**config.mk**
```make
export PLATFORM = sky130hd
export DESIGN_NAME = i2c_master_byte_sequencer
export DESIGN_NICKNAME = d
export VERILOG_FILES = /design/src/hdl/i2cms_pkg.sv /design/src/hdl/i2cms_core.sv /design/src/hdl/i2cms_out.sv /design/src/hdl/i2c_master_byte_sequencer.sv
export SDC_FILE = /design/constraint.sdc
export NUM_CORES = 1
export LEC_CHECK = 0
export ABC_AREA = 1
export CAP_MARGIN = 20
export CELL_PAD_IN_SITES_DETAIL_PLACEMENT = 0
export CELL_PAD_IN_SITES_GLOBAL_PLACEMENT = 1
export CORE_ASPECT_RATIO = 0.75
export CORE_MARGIN = 2
export CORE_UTILIZATION = 40
export DETAILED_ROUTE_END_ITERATION = 10
export DONT_BUFFER_PORTS = 1
export PLACE_DENSITY = 0.71
export SLEW_MARGIN = 40
export SYNTH_ARGS = -nofsm -noshare
export SYNTH_HDL_FRONTEND = slang
export SYNTH_SLANG_ARGS = --single-unit
```
**constraint.sdc**
```tcl
create_clock -name clk_i -period 2.2 [get_ports clk_i]
set_clock_uncertainty 0.15 [all_clocks]
set_input_delay 0.22 -clock clk_i [delete_from_list [all_inputs] [get_ports clk_i]]
set_output_delay 0.22 -clock clk_i [all_outputs]
set_load 0.03 [all_outputs]
```
**src/hdl/i2cms_pkg.sv**
```systemverilog
// shared types and codes for the i2c master byte sequencer
// used by i2cms_core, i2cms_out and i2c_master_byte_sequencer; no dependencies
package i2cms_pkg;

  // command codes carried by each input item
  typedef enum logic [2:0] {
    OP_TICK   = 3'd0,
    OP_START  = 3'd1,
    OP_STOP   = 3'd2,
    OP_WRITE  = 3'd3,
    OP_RD_ACK = 3'd4,
    OP_RD_NAK = 3'd5
  } op_e;

  // command in progress
  typedef enum logic [2:0] {
    KIND_IDLE   = 3'd0,
    KIND_START  = 3'd1,
    KIND_STOP   = 3'd2,
    KIND_WRITE  = 3'd3,
    KIND_RD_ACK = 3'd4,
    KIND_RD_NAK = 3'd5
  } kind_e;

  localparam int unsigned OpW       = 3;
  localparam int unsigned ByteW     = 8;
  localparam int unsigned PhaseW    = 2;
  localparam int unsigned BitCntW   = 4;
  localparam int unsigned InDataW   = 16;
  localparam int unsigned OutDataW  = 16;
  localparam logic [BitCntW-1:0] LastBit = 4'd8;

  // phase step codes
  localparam logic [PhaseW-1:0] PhaseLow  = 2'd0;
  localparam logic [PhaseW-1:0] PhaseHigh = 2'd1;
  localparam logic [PhaseW-1:0] PhaseTail = 2'd2;

  // one result item
  typedef struct packed {
    logic             cmd_rejected;
    logic [ByteW-1:0] read_byte;
    logic             ack_ok;
    logic             done_res;
    logic             busy_res;
    logic             sda_out;
    logic             scl_out;
  } res_t;

endpackage

```
**src/hdl/i2cms_core.sv**
```systemverilog
// sequencer state and the single-pass next-state logic for one item
// depends on i2cms_pkg
module i2cms_core (
  input  logic                       clk_i,
  input  logic                       rst_ni,
  input  logic                       load_i,
  input  logic [i2cms_pkg::OpW-1:0]   op_i,
  input  logic [i2cms_pkg::ByteW-1:0] write_byte_i,
  input  logic                       sda_in_i,
  output i2cms_pkg::res_t             res_o
);

  i2cms_pkg::kind_e                  kind_q, kind_d;
  logic [i2cms_pkg::PhaseW-1:0]      phase_q, phase_d;
  logic [i2cms_pkg::BitCntW-1:0]     bitcnt_q, bitcnt_d, bitcnt_inc;
  logic [i2cms_pkg::ByteW-1:0]       shift_q, shift_d, last_read_q, last_read_d;
  logic                              ack_q, ack_d, scl_q, scl_d, sda_q, sda_d;
  logic                              done, rejected, is_tick;

  // decode the command field, unused codes act as a tick
  always_comb begin
    is_tick = 1'b0;
    unique case (op_i)
      i2cms_pkg::OP_TICK:   is_tick = 1'b1;
      i2cms_pkg::OP_START,
      i2cms_pkg::OP_STOP,
      i2cms_pkg::OP_WRITE,
      i2cms_pkg::OP_RD_ACK,
      i2cms_pkg::OP_RD_NAK: is_tick = 1'b0;
      default:              is_tick = 1'b1;
    endcase
  end

  assign bitcnt_inc = bitcnt_q + 4'd1;

  // next state for one item
  always_comb begin
    kind_d      = kind_q;
    phase_d     = phase_q;
    bitcnt_d    = bitcnt_q;
    shift_d     = shift_q;
    ack_d       = ack_q;
    scl_d       = scl_q;
    sda_d       = sda_q;
    last_read_d = last_read_q;
    done        = 1'b0;
    rejected    = 1'b0;
    if (!is_tick) begin
      if (kind_q != i2cms_pkg::KIND_IDLE) begin
        rejected = 1'b1;
      end else begin
        kind_d   = i2cms_pkg::kind_e'(op_i);
        phase_d  = i2cms_pkg::PhaseLow;
        bitcnt_d = '0;
        if (op_i == i2cms_pkg::OP_START) begin
          sda_d = 1'b1;
          scl_d = 1'b1;
        end else if (op_i == i2cms_pkg::OP_STOP) begin
          scl_d = 1'b0;
          sda_d = 1'b0;
        end else if (op_i == i2cms_pkg::OP_WRITE) begin
          shift_d = write_byte_i;
          sda_d   = write_byte_i[i2cms_pkg::ByteW-1];
        end else begin
          shift_d = '0;
          sda_d   = 1'b1;
        end
      end
    end else begin
      unique case (kind_q)
        i2cms_pkg::KIND_IDLE: ;
        // start: sda falls, then scl falls
        i2cms_pkg::KIND_START: begin
          if (phase_q == i2cms_pkg::PhaseLow) begin
            sda_d   = 1'b0;
            phase_d = i2cms_pkg::PhaseHigh;
          end else begin
            scl_d = 1'b0;
            done  = 1'b1;
          end
        end
        // stop: scl rises, then sda rises, then one more period
        i2cms_pkg::KIND_STOP: begin
          if (phase_q == i2cms_pkg::PhaseLow) begin
            scl_d   = 1'b1;
            phase_d = i2cms_pkg::PhaseHigh;
          end else if (phase_q == i2cms_pkg::PhaseHigh) begin
            sda_d   = 1'b1;
            phase_d = i2cms_pkg::PhaseTail;
          end else begin
            done = 1'b1;
          end
        end
        // write: shift out msb first, sample ack on the ninth high phase
        i2cms_pkg::KIND_WRITE: begin
          if (phase_q == i2cms_pkg::PhaseLow) begin
            scl_d   = 1'b1;
            phase_d = i2cms_pkg::PhaseHigh;
          end else begin
            scl_d   = 1'b0;
            phase_d = i2cms_pkg::PhaseLow;
            if (bitcnt_q >= i2cms_pkg::LastBit) begin
              ack_d = ~sda_in_i;
              done  = 1'b1;
            end else begin
              bitcnt_d = bitcnt_inc;
              shift_d  = {shift_q[i2cms_pkg::ByteW-2:0], 1'b0};
              if (bitcnt_inc < i2cms_pkg::LastBit) begin
                sda_d = shift_q[i2cms_pkg::ByteW-2];
              end else begin
                sda_d = 1'b1;
              end
            end
          end
        end
        // read: shift in on each high phase, then drive ack or nak
        i2cms_pkg::KIND_RD_ACK,
        i2cms_pkg::KIND_RD_NAK: begin
          if (phase_q == i2cms_pkg::PhaseLow) begin
            scl_d   = 1'b1;
            phase_d = i2cms_pkg::PhaseHigh;
          end else begin
            scl_d   = 1'b0;
            phase_d = i2cms_pkg::PhaseLow;
            if (bitcnt_q >= i2cms_pkg::LastBit) begin
              last_read_d = shift_q;
              done        = 1'b1;
            end else begin
              shift_d  = {shift_q[i2cms_pkg::ByteW-2:0], sda_in_i};
              bitcnt_d = bitcnt_inc;
              if (bitcnt_inc == i2cms_pkg::LastBit) begin
                sda_d = (kind_q == i2cms_pkg::KIND_RD_NAK);
              end
            end
          end
        end
        default: ;
      endcase
      if (done) begin
        kind_d   = i2cms_pkg::KIND_IDLE;
        phase_d  = i2cms_pkg::PhaseLow;
        bitcnt_d = '0;
      end
    end
  end

  // state registers, advanced once per accepted item
  always_ff @(posedge clk_i or negedge rst_ni) begin
    if (!rst_ni) begin
      kind_q      <= i2cms_pkg::KIND_IDLE;
      phase_q     <= i2cms_pkg::PhaseLow;
      bitcnt_q    <= '0;
      shift_q     <= '0;
      ack_q       <= 1'b0;
      scl_q       <= 1'b1;
      sda_q       <= 1'b1;
      last_read_q <= '0;
    end else if (load_i) begin
      kind_q      <= kind_d;
      phase_q     <= phase_d;
      bitcnt_q    <= bitcnt_d;
      shift_q     <= shift_d;
      ack_q       <= ack_d;
      scl_q       <= scl_d;
      sda_q       <= sda_d;
      last_read_q <= last_read_d;
    end
  end

  // result of this item, shows the state after it
  always_comb begin
    res_o.scl_out      = scl_d;
    res_o.sda_out      = sda_d;
    res_o.busy_res     = (kind_d != i2cms_pkg::KIND_IDLE);
    res_o.done_res     = done;
    res_o.ack_ok       = ack_d;
    res_o.read_byte    = last_read_d;
    res_o.cmd_rejected = rejected;
  end

endmodule

```
**src/hdl/i2cms_out.sv**
```systemverilog
// output register holding one result item until the sink takes it
// depends on i2cms_pkg
module i2cms_out (
  input  logic                            clk_i,
  input  logic                            rst_ni,
  input  logic                            load_i,
  input  i2cms_pkg::res_t                  res_i,
  input  logic                            m_axis_tready,
  output logic                            m_axis_tvalid,
  output logic [i2cms_pkg::OutDataW-1:0]   m_axis_tdata
);

  logic            valid_q, valid_d;
  i2cms_pkg::res_t res_q;

  // valid is set by a new item and cleared when taken without a refill
  always_comb begin
    valid_d = valid_q;
    if (load_i) begin
      valid_d = 1'b1;
    end else if (m_axis_tready) begin
      valid_d = 1'b0;
    end
  end

  always_ff @(posedge clk_i or negedge rst_ni) begin
    if (!rst_ni) begin
      valid_q <= 1'b0;
    end else begin
      valid_q <= valid_d;
    end
  end

  // payload register
  always_ff @(posedge clk_i) begin
    if (load_i) begin
      res_q <= res_i;
    end
  end

  assign m_axis_tvalid = valid_q;
  assign m_axis_tdata  = {{(i2cms_pkg::OutDataW - $bits(i2cms_pkg::res_t)){1'b0}}, res_q};

endmodule

```
**src/hdl/i2c_master_byte_sequencer.sv**
```systemverilog
// top level of the i2c master byte sequencer: stream ports, state core, output register
// depends on i2cms_pkg, i2cms_core and i2cms_out
//
// channel   direction  handshake                    payload
// s_axis    in         s_axis_tvalid/s_axis_tready  tuser op, tdata write_byte, sda_in
// m_axis    out        m_axis_tvalid/m_axis_tready  tdata scl, sda, busy, done, ack, byte, rej
//
// the next state and the result are formed in one pass from the state registers and
// the accepted item, and the result is registered.
// one item is accepted per cycle while the output register is empty or being taken.
// after reset the sequencer is idle with scl and sda released and no result pending.
// a stall on m_axis holds the result and stops input only while the result waits.
module i2c_master_byte_sequencer (
  input  logic                           clk_i,
  input  logic                           rst_ni,
  input  logic                           s_axis_tvalid,
  output logic                           s_axis_tready,
  // [7:0] write_byte, [8] sda_in, [15:9] zero
  input  logic [i2cms_pkg::InDataW-1:0]   s_axis_tdata,
  // [2:0] op
  input  logic [i2cms_pkg::OpW-1:0]       s_axis_tuser,
  output logic                           m_axis_tvalid,
  input  logic                           m_axis_tready,
  // [0] scl_out, [1] sda_out, [2] busy_res, [3] done_res, [4] ack_ok,
  // [12:5] read_byte, [13] cmd_rejected, [15:14] zero
  output logic [i2cms_pkg::OutDataW-1:0]  m_axis_tdata
);

  logic            load;
  i2cms_pkg::res_t res;

  // accept while the output register is free or drains this cycle
  assign s_axis_tready = !m_axis_tvalid || m_axis_tready;
  assign load          = s_axis_tvalid && s_axis_tready;

  i2cms_core u_core (
    .clk_i        (clk_i),
    .rst_ni       (rst_ni),
    .load_i       (load),
    .op_i         (s_axis_tuser),
    .write_byte_i (s_axis_tdata[i2cms_pkg::ByteW-1:0]),
    .sda_in_i     (s_axis_tdata[i2cms_pkg::ByteW]),
    .res_o        (res)
  );

  i2cms_out u_out (
    .clk_i         (clk_i),
    .rst_ni        (rst_ni),
    .load_i        (load),
    .res_i         (res),
    .m_axis_tready (m_axis_tready),
    .m_axis_tvalid (m_axis_tvalid),
    .m_axis_tdata  (m_axis_tdata)
  );

endmodule

```
# After elaboration in Yosys (flattened, before gate mapping)

Cells that the tools add are included.

Register bits after elaboration: 43
Bits in latches: 0
RAM bits: 0
Bits in read-only memories: 0
Output and inout port bits: 18
Logic and storage cells: 127
Memories: 0

$add $sub $neg: 1
Multipliers: 0
Div/mod/pow operators: 0
$lt $le $gt $ge: 2
Equality and inequality tests: 23
Shift-type cells: 0
Mux-type cells: 68
Bitwise gates (word level): 1
Reductions and logical operators: 16

Operators by type and width:

| kind                                                  | count |
|---|---|
| two-way mux 8 bit                                     | 13 |
| two-way mux 1 bit                                     | 35 |
| two-way mux 4 bit                                     | 6 |
| inequality test 3 x 2 -> 1 bit, second input constant | 6 |
| case mux 8 bit (2 select lines)                       | 1 |
| == test 3 x 2 -> 1 bit, second input constant         | 4 |
| == test 3 bit, second input constant                  | 4 |
| two-way mux 2 bit                                     | 6 |
| nonzero test 3 bit                                    | 4 |
| AND reduction 5 bit                                   | 2 |
| two-way mux 3 bit                                     | 3 |
| AND reduction 9 bit                                   | 1 |
| == test 3 x 1 -> 1 bit, second input constant         | 2 |
| inequality test 2 bit, second input constant          | 3 |
| case mux 1 bit (3 select lines)                       | 2 |
| case mux 2 bit (3 select lines)                       | 1 |
| inequality test 5 x 1 -> 1 bit, second input constant | 1 |
| nonzero test 5 bit                                    | 1 |
| OR reduction 5 bit                                    | 1 |
| adder 4 x 1 -> 4 bit, second input constant           | 1 |
| == test 4 bit, second input constant                  | 1 |
| >= comparator 4 bit, second input constant            | 1 |
| less-than comparator 4 bit, second input constant     | 1 |
| inequality test 4 x 1 -> 1 bit, second input constant | 1 |
| 10 further kinds                                      | 10 |

# Longest topological paths before layout

Gate-level depths: netlist (run 1).

Word-level depth: 8
Gate-level depth with buffers: 13
Mapped depth without buffers: 13

# Modules after synthesis

Synthesis (run 1) repeated with hierarchy kept, for this count alone.

Cell total of the unflattened synthesis: 300
Area total of the unflattened synthesis: 2381.0 sq um

By module, submodules not included:

| module                    | times used | cells an instance | area an instance (sq um) | seq. area each (sq um) |
|---|---|---|---|---|
| i2cms_core                | 1          | 274               | 1881.8                   | 703.2 |
| i2cms_out                 | 1          | 22                | 479.2                    | 445.4 |
| i2c_master_byte_sequencer | 1          | 4                 | 20.0                     | 0.0 |

# Least setup slack after synthesis (run 1)

OpenSTA, ideal clock, no wires.

Kind: register -> register
Start point: reg u_out.valid_q (netlist: u_out.m_axis_tvalid)
End point: reg u_out.res_q (netlist bit u_out.m_axis_tdata[0]), enable pin
Setup time: 0.384 ns
Arrival time: 1.823 ns
Slack: -0.157 ns
Stages on the path, launching flop included: 6
Period minus slack after synthesis: 2.357 ns
Path through: dfrtp_1 nand2_1 nand2_1 clkbuf_1 inv_1 clkbuf_1

Word-level cells in the longest chain between the ends: 3

Ends and longest elaborated chain:

| item                   | RTL line                        | RTL |
|---|---|---|
| start, declared        | i2cms_out.sv:13                 | `logic valid_q, valid_d;` |
| start signal, assigned | i2cms_out.sv:30                 | `valid_q <= valid_d;` |
| zero test 1 bit        | i2c_master_byte_sequencer.sv:33 | `assign s_axis_tready = !m_axis_tvalid \|\| m_axis_tready;` |
| logical OR 1 bit       | i2c_master_byte_sequencer.sv:33 |  |
| via s_axis_tready      | i2c_master_byte_sequencer.sv:17 | `output logic s_axis_tready,` |
| logical AND 1 bit      | i2c_master_byte_sequencer.sv:34 | `assign load = s_axis_tvalid && s_axis_tready;` |
| via load               | i2c_master_byte_sequencer.sv:29 | `logic load;` |
| end signal, assigned   | i2cms_out.sv:37                 | `res_q <= res_i;` |
| end, declared          | i2cms_out.sv:14                 | `i2cms_pkg::res_t res_q;` |

The timed path passes the listed nets, and every way through them passes these cells.
A chain may end at the register's enable or synchronous reset.

# Worst setup path in the final report (run 1)

Start point: reg u_core.phase_q[1] (netlist name)
End point: reg u_core.bitcnt_q[2] (netlist name)

Word-level cells in the longest chain between the ends: 7
Elaborated cells between the ends (all ways): 14
Classes of those cells: eq/ne: 3; mux: 8; reduce/logical: 3

Ends and longest elaborated chain:

| item                                                                      | RTL line          | RTL |
|---|---|---|
| start, declared                                                           | i2cms_core.sv:14  | `logic [i2cms_pkg::PhaseW-1:0] phase_q, phase_d;` |
| start signal, assigned                                                    | i2cms_core.sv:151 | `phase_q <= i2cms_pkg::PhaseLow;` |
| start signal, assigned                                                    | i2cms_core.sv:160 | `phase_q <= phase_d;` |
| == test 2 x 1 -> 1 bit                                                    | i2cms_core.sv:87  | `end else if (phase_q == i2cms_pkg::PhaseHigh) begin` |
| two-way mux 1 bit                                                         | i2cms_core.sv:87  |  |
| two-way mux 1 bit                                                         | i2cms_core.sv:84  | `if (phase_q == i2cms_pkg::PhaseLow) begin` |
| case mux 1 bit (3 select lines)                                           | i2cms_core.sv:70  | `unique case (kind_q)` |
| two-way mux 1 bit                                                         | i2cms_core.sv:48  | `if (!is_tick) begin` |
| inequality test 3 x 2 -> 1 bit (no line) (tied with other cells)          | --                |  |
| AND reduction 5 bit (no line) / two-way mux 4 bit (equally long branches) | --                |  |
| end signal, assigned                                                      | i2cms_core.sv:161 | `bitcnt_q <= bitcnt_d;` |
| end, declared                                                             | i2cms_core.sv:15  | `logic [i2cms_pkg::BitCntW-1:0] bitcnt_q, bitcnt_d, bitcnt_inc;` |

Parallel ways exist; a longest one is shown, timed or not. The select of a mux whose other input is x is not followed.

==> impl_metrics.env, run 1 <==
export IMPL_outcome="finished clean"
export IMPL_yosys_top_cells_count="nand2_1 (90), inv_1 (47), dfrtp_1 (27)"
export IMPL_globalRouteOverflowTotal=0
export IMPL_clock_root_buffer="clkbuf_8"
export IMPL_post_synth_and_or_nand_nor_area_fraction_pct=25.06
export IMPL_final_hold_viol_count=0
export IMPL_final_setup_viols=0
export IMPL_netlist_top_cell_by_area="dfrtp_1"
export IMPL_critical_path_startpoint_type="register"
export IMPL_final_nets=323
export IMPL_antenna_diode_count=0
export IMPL_post_route_cells_drive_above_1_share_pct=8.389
export IMPL_via_per_inst=4.751
export IMPL_die_w_um=90.93
export IMPL_final_core_utilization_pct=46.62
export IMPL_cap_viol_max_count=0
export IMPL_critPathCaptureType="register"
export IMPL_floorplan_initialDensity_pct=41.91
export IMPL_combinational_family_with_the_most_area_after_synthesis="simple AND/OR/NAND/NOR gates"
export IMPL_post_synth_instance_area_um2=2267
export IMPL_worst_setup_hold_path_clk_slew_ns=0.08
export IMPL_post_synth_main_area_contributors="dfrtp_1 (30%), edfxtp_1 (19%), nand2_1 (15%)"
export IMPL_nFillCells=566
export IMPL_post_dp_hpwl_um=3604
export IMPL_unrepaired_setup_endpoints_after_global_routing="false"
export IMPL_via_count=1772
export IMPL_number_of_global_route_vias_before_repair=1729
export IMPL_initial_antenna_violation_count=0
export IMPL_antenna_violating_nets_left=0
export IMPL_crit_path_max_incr_delay_ns=0.42
export IMPL_synth_yosys_warnings=0
export IMPL_iteration_count_of_the_initial_detailed_routing_pass=4
export IMPL_netlist_instances=290
export IMPL_cts_hold_buf=2
export IMPL_crit_slowest_cell="dfrtp_1"
export IMPL_die_height_um=69.20
export IMPL_timing_final_crit_period_ns=1.944
export IMPL_ir_drop_v=0.0005140
export IMPL_h_tree_depth=2
export IMPL_max_freq_mhz=514.3
export IMPL_finalMaxSlewViolations=0
export IMPL_gr_usage_all_layers_pct=16.67
export IMPL_critical_path_buffer_and_inverter_count=0
export IMPL_critical_path_class="reg -> reg"
export IMPL_floorplan_core_area_um2=5410
export IMPL_cts_made_buffers=5
export IMPL_power_mw=2.915
export IMPL_critical_path_top_delay_family="simple AND/OR/NAND/NOR gates"
export IMPL_async_reset_ff_share_pct=67.44
export IMPL_synth_adder_area_share_pct=1.656
export IMPL_totalWireLength_um=4849
export IMPL_maximum_number_of_pins_on_one_net_before_global_route_repair=30
export IMPL_crit_path_cell_trace="nor2_1 -> nor2_1 -> nand2_1 -> nand3_1 -> o21ai_0 -> nor2_1 -> nand2_1 -> nand2_1"
export IMPL_synth_ff_latch_count=43
export IMPL_detail_route_wl_per_cell_um=13.00
export IMPL_power_per_cell_area_nw_per_um2=1156
export IMPL_synth_compound_gate_area_share_pct=11.98
export IMPL_fin_crit_sh_pct=88.38
export IMPL_cts_num_sinks=43
export IMPL_crit_fanout=5
export IMPL_postCtsSetupRepairBufs=0
export IMPL_timing_critical_path_arrival_ns=1.98
export IMPL_fraction_of_the_yosys_area_taken_by_sequential_cells_pct=50.66
export IMPL_drc=0
export IMPL_area_growth_synth_to_final_pct=11.26
export IMPL_post_synth_mux_area_share_pct=0
export IMPL_floorplan_io_pins=41
export IMPL_hold_slack_ns=0.009533
export IMPL_timing_final_ws_setup_ns=0.2556
export IMPL_standby_leakage_power_nw=1.223
export IMPL_tritoncts="done"
export IMPL_syn_avg_cell_area_um2=7.818
export IMPL_fp_dieArea_um2=6292
export IMPL_rows=23
export IMPL_setup_reg_to_reg_worst_slack_ns=0.26
export IMPL_grt_first_pass_wirelength_um=8328
export IMPL_synth_enable_flop_cells=14
export IMPL_port_buffer_count=0
export IMPL_timing_setup_tns_ns=0
export IMPL_hold_path_class="in -> reg"
export IMPL_max_clock_path_buffers=2
export IMPL_postCtsResizedCells=0
export IMPL_worstSkewPairLatency_ns=0.29
export IMPL_crit_required_ns=2.24
export IMPL_yosys_cell_types_count=28
export IMPL_pre_cts_ws_ns=0.2587
export IMPL_detailedRoute_firstIterationViolations=83
export IMPL_synthMostInstantiatedCell="nand2_1"
export IMPL_synth_ff_type="dfrtp_1"
export IMPL_xor_xnor_share_of_the_synthesized_area_pct=0
export IMPL_gpl_final_weighted_congestion=0.7992
export IMPL_netlist_area_leader_share_pct=29.80
[metal layers]
| layer | up-vias | GRT usage (%) | routed length (um) |
|---|---|---|---|
| li1 | 929 | - | - |
| met1 | 791 | 25.23 | 2509 |
| met2 | 47 | 23.62 | 1945 |
| met3 | 5 | 4.565 | 346 |
| met4 | 0 | 4.040 | 48 |
| met5 | - | 0 | 0 |
[final timing paths]
check,from,end,cells after the start
setup / recovery,u_core.phase_q[1],u_core.bitcnt_q[2],8
hold / removal,s_axis_tuser[0],u_core.kind_q[0],2
setup reg to reg,u_core.phase_q[1],u_core.bitcnt_q[2],8
hold reg to reg,u_core.last_read_q[4],u_core.last_read_q[4],2
max in group asynchronous,rst_ni,u_core.sda_q,2
min in group asynchronous,rst_ni,u_core.kind_q[0],2
[report_power, final]
part	total, mW	switching (mW)	internal (mW)
logic	0.887	0.588	0.299
registers	1.30	0.226	1.08
clock network	0.727	0.273	0.454
[sequential cells by signal, indices dropped and copies added (netlist names)]
signal,cells
u_out.m_axis_tdata,14
u_core.last_read_q,8
u_core.kind_q,3
u_core.sda_q,1
u_core.shift_q,8
u_out.m_axis_tvalid,1
u_core.bitcnt_q,4
u_core.ack_q,1
u_core.scl_q,1
u_core.phase_q,2
[worst reg2reg max path, stage by stage (launching register included)]
cell and delay (ns):
dfrtp_1 0.42, nor2_1 0.24, nor2_1 0.15, nand2_1 0.09, nand3_1 0.13, o21ai_0 0.41
nor2_1 0.12, nand2_1 0.08, nand2_1 0.05
[cells by family (layout without fill, tap and decap cells)]
family                     after synthesis  in the layout
AOI/OAI and AO/OA                       49             49
adders and majority gates                3              3
buffers and inverters                   58             65
DFF                                     43             43
other                                    1              2
and+or+nand+nor                        136            136
[metrics by stage]
step | cell area (um2) | cells
global placement | 2360 | 363
detailed placement | 2360 | 363
floorplan | 2272 | 291
CTS | 2522 | 373
finish | 2522 | 373
global route | 2522 | 373
[final cells by class]
type / instances / area [um2] / share of cell area (%)
clock inverters: 2 / 60.06 / 2.381
repair buffers: 9 / 82.58 / 3.274
inverters: 48 / 180.2 / 7.143
well taps: 75 / 93.84 / 3.720
flip-flops and latches: 43 / 1149 / 45.54
clock buffers: 6 / 72.57 / 2.877
multi-input cells: 190 / 884.6 / 35.07
[layout by cell type (no fill, tap or decap), drive strengths merged, types with 6 or more instances in the layout]
master  instances
edfxtp         14
nand2          90
buf             8
dfrtp          27
nand3          13
clkbuf          6
inv            48
o22ai           9
nor2           27
o21ai          31
No activity file was read; power rests on OpenSTA's default activity.
==> run 2, diff against run 1 <==
--- a/config.mk
+++ b/config.mk
@@ -7,14 +7,12 @@
 export LEC_CHECK = 0
 export ABC_AREA = 1
 export CAP_MARGIN = 20
-export CELL_PAD_IN_SITES_DETAIL_PLACEMENT = 0
-export CELL_PAD_IN_SITES_GLOBAL_PLACEMENT = 1
-export CORE_ASPECT_RATIO = 0.75
+export CORE_ASPECT_RATIO = 0.6
 export CORE_MARGIN = 2
 export CORE_UTILIZATION = 40
 export DETAILED_ROUTE_END_ITERATION = 10
 export DONT_BUFFER_PORTS = 1
-export PLACE_DENSITY = 0.71
+export PLACE_DENSITY = 0.55
 export SLEW_MARGIN = 40
 export SYNTH_ARGS = -nofsm -noshare
 export SYNTH_HDL_FRONTEND = slang
==> impl_metrics.env, run 2 (synthesized netlist as in run 1, its figures left out) <==
export IMPL_initial_antenna_violation_count=0
export IMPL_final_area_um2=2535
export IMPL_fin_crit_sh_pct=90.02
export IMPL_max_freq_mhz=504.9
export IMPL_critical_path_class="reg -> reg"
export IMPL_totalWireLength_um=5034
export IMPL_detail_route_wl_per_cell_um=13.61
export IMPL_gpl_final_weighted_congestion=0.9107
export IMPL_dpl_cell_area_um2=2352
export IMPL_critPathCaptureType="register"
export IMPL_gr_usage_all_layers_pct=17.12
export IMPL_detailedRoute_firstIterationViolations=107
export IMPL_final_hold_viol_count=0
export IMPL_max_clock_path_buffers=2
export IMPL_stdcell_count=370
export IMPL_hold_path_class="in -> reg"
export IMPL_timing_critical_path_arrival_ns=1.86
export IMPL_via_per_inst=4.941
export IMPL_timing_final_crit_period_ns=1.980
export IMPL_final_core_utilization_pct=45.94
export IMPL_final_nets=326
export IMPL_max_ffs_per_register=14
export IMPL_timing_setup_tns_ns=0
export IMPL_unrepaired_setup_endpoints_after_global_routing="false"
export IMPL_outcome="finished clean"
export IMPL_floorplan_core_area_um2=5518
export IMPL_worst_setup_hold_path_clk_slew_ns=0.09
export IMPL_standby_leakage_power_nw=1.232
export IMPL_iteration_count_of_the_initial_detailed_routing_pass=4
export IMPL_ir_drop_v=0.0003913
export IMPL_drc=0
export IMPL_worst_hold_path_num_cells=4
export IMPL_power_per_cell_area_nw_per_um2=1119
export IMPL_rows=21
export IMPL_nFillCells=543
export IMPL_r2r_worst_path_cells=8
export IMPL_port_buffer_count=0
export IMPL_post_dp_hpwl_um=3521
export IMPL_globalRouteOverflowTotal=0
export IMPL_number_of_global_route_vias_before_repair=1591
export IMPL_fp_dieArea_um2=6306
export IMPL_crit_fanout=8
export IMPL_die_w_um=101.2
export IMPL_cts_made_buffers=5
export IMPL_critical_path_startpoint_type="register"
export IMPL_cts_num_sinks=43
export IMPL_pre_cts_ws_ns=0.2781
export IMPL_antenna_violating_nets_left=0
export IMPL_finalMaxSlewViolations=0
export IMPL_final_setup_viols=0
export IMPL_via_count=1828
export IMPL_post_route_cells_drive_above_1_share_pct=8.970
export IMPL_die_height_um=62.32
export IMPL_floorplan_io_pins=41
export IMPL_worstSkewPairLatency_ns=0.30
export IMPL_antenna_diode_count=0
export IMPL_grt_first_pass_wirelength_um=8245
export IMPL_area_growth_synth_to_final_pct=11.81
export IMPL_power_mw=2.836
export IMPL_timing_final_ws_setup_ns=0.2196
export IMPL_clock_root_buffer="clkbuf_8"
export IMPL_maximum_number_of_pins_on_one_net_before_global_route_repair=30
export IMPL_h_tree_depth=2
export IMPL_crit_required_ns=2.08
export IMPL_final_common_cell="nand2_1"
export IMPL_layout_cells_most_common_list="nand2_1 (90), inv_1 (47), dfrtp_1 (27)"
export IMPL_placedCellCount=357
export IMPL_tritoncts="done"
export IMPL_floorplan_initialDensity_pct=41.09
export IMPL_hold_slack_ns=0.01721
export IMPL_cap_viol_max_count=0
==> run 2: where the power goes <==
| group | switching [mW] | leakage (nW) | internal [mW] |
|---|---|---|---|
| logic | 0.587 | 0.655 | 0.307 |
| registers | 0.235 | 0.519 | 1.08 |
| clock network | 0.294 | 0.0581 | 0.338 |
==> run 2: timing repair <==
action | in CTS | in global routing
endpoints found under the hold margin | 31 | 0
setup buffers | 0 | 1
endpoints found under the setup margin | 0 | 4
resized for setup | 0 | 0
hold buffers | 4 | 0
==> run 2: final timing paths <==
| check | from | to | slack (ns) |
|---|---|---|---|
| max | u_core.kind_q[1] | u_out.m_axis_tdata[2] | 0.22 |
| min | s_axis_tdata[5] | u_core.shift_q[5] | 0.02 |
| max reg2reg | u_core.kind_q[1] | u_out.m_axis_tdata[2] | 0.22 |
| min reg2reg | u_core.last_read_q[6] | u_core.last_read_q[6] | 0.34 |
| max in group asynchronous | rst_ni | u_core.scl_q | 1.43 |
| min in group asynchronous | rst_ni | u_core.shift_q[3] | 0.23 |
==> run 2: worst max-delay path, stage by stage (launching register included) <==
cell and delay [ns]:
dfrtp_1 0.47, nand2_1 0.14, inv_1 0.06, a21oi_1 0.20, nand2_1 0.07, nand3_1 0.16, nand2_1 0.18, o21ai_0 0.16
nand4_1 0.13
==> run 2: cell type report <==
type	count	area, um2	share of cell area [%]
Sequential cell	43	1149	45.31
Clock inverter	3	43.79	1.728
Timing Repair Buffer	12	122.6	4.837
Inverter	48	180.2	7.108
Clock buffer	5	68.82	2.715
Tap cell	69	86.33	3.406
Multi-Input combinational cell	190	884.6	34.90
==> run 2: metal layers <==
metal | GRT usage, % | part of all wire, % | up-vias | wire length [um]
li1 | - | - | 937 | -
met1 | 27.71 | 56 | 843 | 2840
met2 | 22.10 | 38 | 40 | 1912
met3 | 4.505 | 4.5 | 8 | 228
met4 | 4.561 | 1.0 | 0 | 51
met5 | 0 | 0 | - | 0
